`src/rtl/bcc_pkg.sv`:
```
// Shared types and constants for the block claim checker.
// Depends on nothing; every other file imports it.
package bcc_pkg;

  typedef enum logic [1:0] {
    CMD_NEW_INODE = 2'd0,
    CMD_CLAIM     = 2'd1,
    CMD_RESCAN    = 2'd2,
    CMD_RELEASE   = 2'd3
  } cmd_t;

  typedef enum logic [1:0] {
    ST_CONTINUE = 2'd0,
    ST_SKIP     = 2'd1,
    ST_STOP     = 2'd2
  } status_t;

  typedef enum logic [2:0] {
    REG_FIRST_GROUP  = 3'd0,
    REG_GROUP_SIZE   = 3'd1,
    REG_GROUP_INODES = 3'd2,
    REG_GROUP_COUNT  = 3'd3,
    REG_VOLUME       = 3'd4
  } reg_idx_t;

  typedef struct packed {
    logic [1:0]  command;
    logic [23:0] block;
  } in_item_t;

  typedef struct packed {
    logic [1:0]  status;
    logic        dup_found;
    logic        bad_found;
    logic [16:0] blocks_in_use;
    logic [16:0] file_blocks;
  } out_item_t;

  typedef enum logic [3:0] {
    S_IDLE,
    S_DIV,
    S_MAP_RD,
    S_MAP_WAIT,
    S_DECIDE,
    S_SCAN_RD,
    S_SCAN_CMP,
    S_MOVE_RD,
    S_MOVE_WR,
    S_MOVE2_WR,
    S_MAP_WR,
    S_CLEAR,
    S_DONE
  } state_t;

  typedef struct packed {
    logic start;
    logic busy;
    logic done;
  } div_ctl_t;

endpackage

```
`src/rtl/bcc_divider.sv`:
```
// Restoring divider for the group offset; one quotient bit per cycle.
// Depends on bcc_pkg.
module bcc_divider (
  input  logic               clk,
  input  logic               rst,
  input  logic               start,
  input  logic [23:0]        dividend,
  input  logic [16:0]        divisor,
  output bcc_pkg::div_ctl_t  ctl,
  output logic [23:0]        quotient,
  output logic [16:0]        remainder
);
  import bcc_pkg::*;

  logic [4:0]  count;
  logic        busy;
  logic        done;
  logic [23:0] quo;
  logic [17:0] rem;
  logic [17:0] trial;

  assign trial = {rem[16:0], quo[23]} - {1'b0, divisor};

  always_ff @(posedge clk) begin
    if (rst) begin
      busy  <= 1'b0;
      done  <= 1'b0;
      count <= '0;
    end else begin
      done <= 1'b0;
      if (start) begin
        busy  <= 1'b1;
        count <= 5'd24;
        quo   <= dividend;
        rem   <= '0;
      end else if (busy) begin
        if (trial[17]) begin
          rem <= {rem[16:0], quo[23]};
          quo <= {quo[22:0], 1'b0};
        end else begin
          rem <= trial;
          quo <= {quo[22:0], 1'b1};
        end
        count <= count - 5'd1;
        if (count == 5'd1) begin
          busy <= 1'b0;
          done <= 1'b1;
        end
      end
    end
  end

  assign ctl.start  = start;
  assign ctl.busy   = busy;
  assign ctl.done   = done;
  assign quotient   = quo;
  assign remainder  = rem[16:0];

endmodule

```
`config.mk`:
```
export PLATFORM = sky130hd
export DESIGN_NAME = bcc_divider
export DESIGN_NICKNAME = d
export VERILOG_FILES = /design/src/rtl/bcc_pkg.sv /design/src/rtl/bcc_divider.sv
export SDC_FILE = /design/constraint.sdc
export NUM_CORES = 1
export LEC_CHECK = 0
export BUFFER_PORTS_ARGS = -buffer_cell sky130_fd_sc_hd__buf_2
export CORE_ASPECT_RATIO = 0.9
export CORE_MARGIN = 5
export CORE_UTILIZATION = 23
export CTS_CLUSTER_SIZE = 40
export DETAILED_ROUTE_END_ITERATION = 6
export SYNTH_ARGS = -nofsm -noshare
export SYNTH_HDL_FRONTEND = slang
export SYNTH_SLANG_ARGS = --single-unit
```
`constraint.sdc`:
```
create_clock -name clk -period 4.8 [get_ports clk]
set_clock_uncertainty 0.2 [all_clocks]
set_input_delay 0.24 -clock clk [delete_from_list [all_inputs] [get_ports clk]]
set_output_delay 0.24 -clock clk [all_outputs]
set_load 0.03 [all_outputs]
```
==> flow_results.xml, run 1 <==
<?xml version="1.0" encoding="UTF-8"?>
<metrics>
  <group name="clocking">
    <metric name="clock-root-buffer" unit="">sky130_fd_sc_hd__clkbuf_16</metric>
    <metric name="clkTransAtPathRegs" unit="ps">80</metric>
    <metric name="resized_cells_post_cts" unit="">0</metric>
    <metric name="clock_insertion_delay_at_the_later_pin_of_the_skew_report" unit="ps">290</metric>
    <metric name="max-clock-path-buffers" unit="">2</metric>
    <metric name="clock_tree_from_tritoncts" unit="">done</metric>
    <metric name="numCtsBuffers" unit="">5</metric>
    <metric name="cts_sinks" unit="">48</metric>
    <metric name="cts-hold-fix-buffers" unit="">0</metric>
    <metric name="htree_levels" unit="">2</metric>
    <metric name="post_cts_setup_buffer_count" unit="">0</metric>
  </group>
  <group name="setup_path">
    <metric name="path_max_fanout" unit="">15</metric>
    <metric name="crit_path_end_kind" unit="">flip-flop</metric>
    <metric name="critical_path_arrival" unit="ps">3330</metric>
    <metric name="cp_cell_sequence" unit="">ha_1 &gt; a2111oi_2 &gt; o21ai_1 &gt; a32o_1 &gt; and2_4 &gt; a211oi_4 &gt; buf_4 &gt; mux2i_1 &gt; nor2_1</metric>
    <metric name="crit_type" unit="">reg -&gt; reg</metric>
    <metric name="slowest_delay" unit="ps">750</metric>
    <metric name="reg2reg_setup_slack" unit="ps">1300</metric>
    <metric name="worst_path_max_delay_cell" unit="">sky130_fd_sc_hd__a211oi_4</metric>
    <metric name="required" unit="ps">4630</metric>
    <metric name="critical_path_startpoint" unit="">rem[11]</metric>
    <metric name="worstSetupEndpoint" unit="">rem[13]</metric>
    <metric name="worst_r2r_endpoint" unit="">rem[13]</metric>
    <metric name="r2r.worst_path.cells" unit="">9</metric>
    <metric name="setup.worst_path.start_class" unit="">flip-flop</metric>
    <metric name="rr_startpoint" unit="">rem[11]</metric>
  </group>
  <group name="final_layout">
    <metric name="diodes" unit="">0</metric>
    <metric name="num-fill-cells" unit="">1357</metric>
    <metric name="finalCoreUtilization" unit="%">29.68</metric>
    <metric name="layout_common_cells" unit="">87 x sky130_fd_sc_hd__buf_2, 41 x sky130_fd_sc_hd__edfxtp_1, 24 x sky130_fd_sc_hd__mux2_2, 24 x sky130_fd_sc_hd__nor2_1, 22 x sky130_fd_sc_hd__inv_1</metric>
    <metric name="number_of_nets_in_the_layout" unit="">424</metric>
    <metric name="fraction_of_layout_cells_with_a_size_suffix_above_1" unit="%">35.46</metric>
    <metric name="mostFrequentLayoutCell" unit="">sky130_fd_sc_hd__buf_2</metric>
    <metric name="layout-area-overhead-vs-synth" unit="%">25.37</metric>
  </group>
  <group name="sta">
    <metric name="max_slew_margin" unit="%">40.21</metric>
    <metric name="tightestPinTransition" unit="ps">894.0</metric>
    <metric name="maximum_clock_frequency" unit="GHz">0.2856</metric>
    <metric name="report.final.hold_viol_count" unit="">0</metric>
    <metric name="finalMaxSlewViolations" unit="">0</metric>
    <metric name="post-route-period-util" unit="%">72.94</metric>
    <metric name="rsz0062_at_grt" unit="">no</metric>
    <metric name="post-route-worst-setup-slack" unit="ps">1299</metric>
    <metric name="setup_tns" unit="ps">0</metric>
    <metric name="layout_min_cycle_time" unit="ps">3501</metric>
    <metric name="finalSetupViolations" unit="">0</metric>
  </group>
  <group name="drt">
    <metric name="route.detailed.vias_per_inst" unit="">4.404</metric>
    <metric name="drt.antenna.violating_nets" unit="">0</metric>
    <metric name="route.final.wire_length" unit="um">7699</metric>
    <metric name="firstDrtPassIters" unit="">4</metric>
    <metric name="avgRoutedWirePerCell" unit="um">14.66</metric>
    <metric name="via_count" unit="">2312</metric>
    <metric name="drt_iter0_markers" unit="">104</metric>
    <metric name="number_of_remaining_drc_errors" unit="">0</metric>
  </group>
  <group name="global_routing">
    <metric name="grt_usage" unit="%">9.737</metric>
    <metric name="grt_antenna_before_repair" unit="">1</metric>
    <metric name="largest_net_degree_at_the_start_of_global_routing" unit="">46</metric>
    <metric name="first_global_vias" unit="">2477</metric>
    <metric name="grt_pass1_wl" unit="um">12580</metric>
    <metric name="globalRoute.totalOverflow" unit="">0</metric>
  </group>
  <group name="placed_design">
    <metric name="detailedPlace.worstSlack" unit="ps">1267</metric>
    <metric name="place.port_buffers" unit="">87</metric>
    <metric name="gpl.final_weighted_congestion" unit="">0.8381</metric>
    <metric name="hpwlAfterDp" unit="um">5881</metric>
  </group>
  <group name="synth">
    <metric name="post_synth_instance_area" unit="um2">3038</metric>
    <metric name="synthesis.instances" unit="">274</metric>
    <metric name="ys.warnings.count" unit="">0</metric>
    <metric name="synth_enable_flop_cells" unit="">41</metric>
    <metric name="synth_seq_area_share" unit="%">45.14</metric>
    <metric name="synth.lib_cells_used.distinct" unit="">46</metric>
    <metric name="synthArstFlopShare" unit="%">0</metric>
    <metric name="synth.ff_latch_count" unit="">48</metric>
    <metric name="syn-mean-instance-area" unit="um2">11.09</metric>
    <metric name="synth_flop_cell" unit="">sky130_fd_sc_hd__edfxtp_1</metric>
    <metric name="synthesis.nets" unit="">338</metric>
  </group>
  <group name="floorplanning">
    <metric name="design.core.area" unit="um2">12830</metric>
    <metric name="chipHeight" unit="um">119.0</metric>
    <metric name="dieWidth" unit="um">131.1</metric>
    <metric name="dieArea" unit="um2">15610</metric>
    <metric name="initial_utilization" unit="%">23.67</metric>
    <metric name="design.portCount" unit="">88</metric>
    <metric name="std_cell_rows" unit="">39</metric>
  </group>
  <group name="pwr">
    <metric name="worst_vdd_rail_ir_drop" unit="V">0.0001364</metric>
    <metric name="p_per_area" unit="nW/um2">353.3</metric>
    <metric name="reported_leakage_power" unit="uW">0.001615</metric>
  </group>
  <group name="worst_hold_path">
    <metric name="min-delay-path-class" unit="">in -&gt; reg</metric>
  </group>
  <group name="status">
    <metric name="outcome" unit="">finished clean</metric>
  </group>
  <group name="run">
    <metric name="maxCapViolations" unit="">0</metric>
  </group>
</metrics>
[through the flow]
stage	instance area, um2	hold WS, ps	instances	total power [uW]
2_1_floorplan	3038	259.9	274	847.7
3_3_place_gp	3637	290.7	517	938.3
3_5_place_dp	3637	301.1	517	945.9
4_1_cts	3809	25.86	525	1368
5_1_grt	3809	42.23	525	1425
6_report	3809	31.87	525	1346
[cells by family (layout without fill, tap and decap cells)]
kind of cell	count (synthesis)	after routing	synth area share, %
simple gates	63	63	10.17
compound gates	54	54	12.44
flops	48	48	45.14
mux	38	38	13.51
buf+inv	33	120	5.066
fa+ha+maj	20	20	8.484
xor+xnor	18	18	5.189
[flip-flops by register name, indices dropped and copies added (netlist names)]
signal    flops
rem          17
busy          1
count         5
quotient     24
done          1
[cell usage after synthesis (2+ instances only)]
| master | n | area [um2] |
|---|---|---|
| sky130_fd_sc_hd__xnor2_1 | 12 | 105.1 |
| sky130_fd_sc_hd__a21oi_1 | 16 | 80.08 |
| sky130_fd_sc_hd__o211ai_1 | 6 | 45.04 |
| sky130_fd_sc_hd__nor3b_1 | 2 | 15.01 |
| sky130_fd_sc_hd__xor2_1 | 6 | 52.55 |
| sky130_fd_sc_hd__nor4_1 | 3 | 18.77 |
| sky130_fd_sc_hd__nand2b_1 | 8 | 50.05 |
| sky130_fd_sc_hd__nand2_1 | 9 | 33.78 |
| sky130_fd_sc_hd__nor2_1 | 25 | 93.84 |
| sky130_fd_sc_hd__nor2b_1 | 2 | 12.51 |
| sky130_fd_sc_hd__a31o_1 | 2 | 17.52 |
| sky130_fd_sc_hd__nor3_1 | 5 | 25.02 |
| sky130_fd_sc_hd__mux2i_1 | 14 | 140.1 |
| sky130_fd_sc_hd__buf_4 | 3 | 22.52 |
| sky130_fd_sc_hd__inv_1 | 22 | 82.58 |
| sky130_fd_sc_hd__o21a_1 | 4 | 30.03 |
| sky130_fd_sc_hd__dfxtp_1 | 7 | 140.1 |
| sky130_fd_sc_hd__ha_1 | 19 | 237.7 |
| sky130_fd_sc_hd__or3_1 | 2 | 12.51 |
| sky130_fd_sc_hd__mux2_2 | 24 | 270.3 |
| sky130_fd_sc_hd__a211oi_1 | 3 | 22.52 |
| sky130_fd_sc_hd__edfxtp_1 | 41 | 1231 |
| sky130_fd_sc_hd__o31ai_1 | 3 | 22.52 |
| sky130_fd_sc_hd__and2_1 | 3 | 18.77 |
| sky130_fd_sc_hd__clkbuf_1 | 5 | 18.77 |
| sky130_fd_sc_hd__o21ai_1 | 2 | 10.01 |
| sky130_fd_sc_hd__o21ai_0 | 7 | 35.03 |
[how the worst min path moves through the flow]
stage	start	to	slack (ps)	cells past startpoint
2_1_floorplan	dividend[0]	quotient[0]	260	1
3_5_place_dp	count[1]	count[1]	300	2
4_1_cts	rst	count[3]	30	2
6_report	rst	count[0]	30	2
3_3_place_gp	count[1]	count[1]	290	2
5_1_grt	dividend[1]	quotient[1]	40	2
[routing by layer]
layer | GRT usage, % | up-vias | share of wire, %
met4 | 1.558 | 2 | 0.31
li1 | - | 1164 | -
met3 | 2.993 | 4 | 5.7
met2 | 16.40 | 46 | 48
met1 | 12.54 | 1096 | 46
met5 | 0 | - | 0.26
[worst max-delay path, delay by kind of cell (launching register included)]
kind | cells | cell delay, ps
AOI/OAI and AO/OA | 4 | 1500
adders and majority gates | 1 | 380
buffers and inverters | 1 | 310
DFF | 1 | 410
muxes | 1 | 220
and+or+nand+nor | 2 | 220
[final cells by class]
cell class	count	area, um2	share of cell area [%]
Multi-Input combinational cell	193	1520	39.91
Sequential cell	48	1371	36.01
Timing Repair Buffer	90	457.9	12.02
Tap cell	164	205.2	5.388
Clock buffer	5	125.1	3.285
Inverter	22	82.58	2.168
Clock inverter	3	46.29	1.216
[power breakdown]
part | internal (uW) | leakage, uW | switching (uW) | total, uW
registers | 499 | 0.000453 | 23.4 | 523
logic | 170 | 0.00108 | 240 | 409
clock network | 248 | 0.0000804 | 166 | 414
total | 917 | 0.00161 | 429 | 1350
(Power assumes the default switching activity.)
==> run 2, diff against run 1 <==
clock period = 2.8 ns   (was 4.8 ns; I/O delays follow)
==> run 2 against run 1 <==
Hold slack hardly changed. Clock-buffer cell count stayed put. Clock power is 72% higher. Sequential power is 72% higher. Critical path type unchanged.
==> flow_results.xml, run 2 (synthesis gave the netlist of run 1 again) <==
<?xml version="1.0" encoding="UTF-8"?>
<metrics>
  <group name="floorplanning">
    <metric name="chipHeight" unit="um">119.0</metric>
    <metric name="design.core.area" unit="um2">12830</metric>
    <metric name="std_cell_rows" unit="">39</metric>
    <metric name="dieWidth" unit="um">131.1</metric>
    <metric name="dieArea" unit="um2">15610</metric>
    <metric name="design.portCount" unit="">88</metric>
    <metric name="initial_utilization" unit="%">23.67</metric>
  </group>
  <group name="clocking">
    <metric name="cts_sinks" unit="">48</metric>
    <metric name="max-clock-path-buffers" unit="">2</metric>
    <metric name="clock-root-buffer" unit="">sky130_fd_sc_hd__clkbuf_16</metric>
    <metric name="htree_levels" unit="">2</metric>
    <metric name="clkTransAtPathRegs" unit="ps">70</metric>
    <metric name="clock_tree_from_tritoncts" unit="">done</metric>
    <metric name="clock_insertion_delay_at_the_later_pin_of_the_skew_report" unit="ps">290</metric>
    <metric name="numCtsBuffers" unit="">5</metric>
  </group>
  <group name="sta">
    <metric name="maximum_clock_frequency" unit="GHz">0.3635</metric>
    <metric name="rsz0062_at_grt" unit="">yes</metric>
    <metric name="post-route-period-util" unit="%">98.24</metric>
    <metric name="finalSetupViolations" unit="">0</metric>
    <metric name="max_slew_margin" unit="%">54.83</metric>
    <metric name="layout_min_cycle_time" unit="ps">2751</metric>
    <metric name="report.final.hold_viol_count" unit="">0</metric>
    <metric name="finalMaxSlewViolations" unit="">0</metric>
    <metric name="tightestPinTransition" unit="ps">676.0</metric>
    <metric name="worst_hold_slack" unit="ps">32.29</metric>
  </group>
  <group name="pwr">
    <metric name="p_per_area" unit="nW/um2">565.7</metric>
    <metric name="power.total" unit="uW">2486</metric>
    <metric name="worst_vdd_rail_ir_drop" unit="V">0.0002621</metric>
    <metric name="reported_leakage_power" unit="uW">0.001837</metric>
  </group>
  <group name="setup_path">
    <metric name="crit_type" unit="">reg -&gt; reg</metric>
    <metric name="path_max_fanout" unit="">7</metric>
    <metric name="required" unit="ps">2640</metric>
    <metric name="crit_path_end_kind" unit="">flip-flop</metric>
    <metric name="critical_path_arrival" unit="ps">2590</metric>
    <metric name="setup.worst_path.start_class" unit="">flip-flop</metric>
  </group>
  <group name="final_layout">
    <metric name="layout-area-overhead-vs-synth" unit="%">44.65</metric>
    <metric name="finalCoreUtilization" unit="%">34.24</metric>
    <metric name="max_ffs_per_register" unit="">24</metric>
    <metric name="diodes" unit="">0</metric>
    <metric name="num-fill-cells" unit="">1322</metric>
    <metric name="area.sequential" unit="um2">1371</metric>
    <metric name="mostFrequentLayoutCell" unit="">sky130_fd_sc_hd__buf_2</metric>
    <metric name="number_of_nets_in_the_layout" unit="">467</metric>
    <metric name="multi_input_area" unit="um2">1674</metric>
    <metric name="fraction_of_layout_cells_with_a_size_suffix_above_1" unit="%">40.59</metric>
    <metric name="layout_common_cells" unit="">87 x sky130_fd_sc_hd__buf_2, 41 x sky130_fd_sc_hd__edfxtp_1, 25 x sky130_fd_sc_hd__dlygate4sd3_1</metric>
  </group>
  <group name="worst_hold_path">
    <metric name="min-delay-path-class" unit="">in -&gt; reg</metric>
  </group>
  <group name="drt">
    <metric name="number_of_remaining_drc_errors" unit="">0</metric>
    <metric name="firstDrtPassIters" unit="">4</metric>
    <metric name="drt.antenna.violating_nets" unit="">0</metric>
    <metric name="drt_iter0_markers" unit="">94</metric>
    <metric name="avgRoutedWirePerCell" unit="um">14.87</metric>
    <metric name="route.detailed.vias_per_inst" unit="">4.449</metric>
    <metric name="via_count" unit="">2527</metric>
    <metric name="route.final.wire_length" unit="um">8448</metric>
  </group>
  <group name="status">
    <metric name="outcome" unit="">finished clean</metric>
  </group>
  <group name="global_routing">
    <metric name="largest_net_degree_at_the_start_of_global_routing" unit="">24</metric>
    <metric name="globalRoute.totalOverflow" unit="">0</metric>
    <metric name="first_global_vias" unit="">2528</metric>
    <metric name="grt_usage" unit="%">9.996</metric>
    <metric name="grt_antenna_before_repair" unit="">1</metric>
    <metric name="grt_pass1_wl" unit="um">12810</metric>
  </group>
  <group name="placed_design">
    <metric name="gpl.final_weighted_congestion" unit="">0.8407</metric>
    <metric name="place.port_buffers" unit="">87</metric>
    <metric name="hpwlAfterDp" unit="um">6054</metric>
  </group>
  <group name="run">
    <metric name="maxCapViolations" unit="">0</metric>
  </group>
</metrics>
## run 2: per-layer routing
metal  vias to the layer above  global-route usage [%]  part of all wire (%)
met1                      1221                   12.86                    45
met4                         2                   1.948                  0.36
met5                         -                       0                 0.083
met3                         4                   2.909                   4.6
met2                        43                   16.81                    50
li1                       1257                       -                     -
## run 2: what timing repair did
| item | in CTS | in global routing |
|---|---|---|
| gates cloned | 0 | 1 |
| endpoints found under the setup margin | 1 | 18 |
| hold endpoints to repair | 30 | 0 |
| hold buffers | 25 | 0 |
| resized for setup | 0 | 23 |
| pin swaps | 1 | 6 |
| setup buffers | 0 | 6 |
## run 2: where the power goes
part,leakage [uW],total (uW),switching [uW],internal [uW]
Sequential,0.000453,899,43.7,856
Clock,0.0000804,712,287,425
Combinational,0.00130,874,459,415
Total,0.00184,2490,790,1700
## run 2: final cells by class
class                   instances  area share (%)
clock buffers                   5           2.847
clock inverters                 3           1.054
inverters                      22           1.879
multi-input cells             193           38.10
flip-flops and latches         48           31.21
well taps                     164           4.670
repair buffers                133           20.24
## run 2: per-stage QoR
stage | instances | TNS [ps] | worst slack [ps] | cell area, um2
final | 568 | 0 | 49.30 | 4394
after global routing | 568 | -153.4 | -27.86 | 4394
after CTS | 561 | 0 | 16.74 | 4179
after detailed placement | 528 | 0 | 24.22 | 3757
after global placement | 528 | 0 | 1.700 | 3757
after floorplan | 274 | 0 | 1.220 | 3053
## run 2: critical path: stages (launching register included)
cell and delay [ps]:
sky130_fd_sc_hd__edfxtp_1 430, sky130_fd_sc_hd__ha_4 280, sky130_fd_sc_hd__a2111oi_4 280, sky130_fd_sc_hd__o21ai_1 110, sky130_fd_sc_hd__a32o_2 260, sky130_fd_sc_hd__and2_4 160
sky130_fd_sc_hd__a211oi_4 240, sky130_fd_sc_hd__buf_4 170, sky130_fd_sc_hd__clkbuf_16 140, sky130_fd_sc_hd__mux2i_1 180, sky130_fd_sc_hd__nor2_1 50
## run 2: path summary, 6_finish.rpt
kind                  from       end  slack [ps]  cells after the start
setup / recovery   rem[11]    rem[3]          50                     10
setup reg to reg   rem[11]    rem[3]          50                     10
hold / removal       start  count[0]          30                      2
hold reg to reg   count[1]  count[1]         320                      2
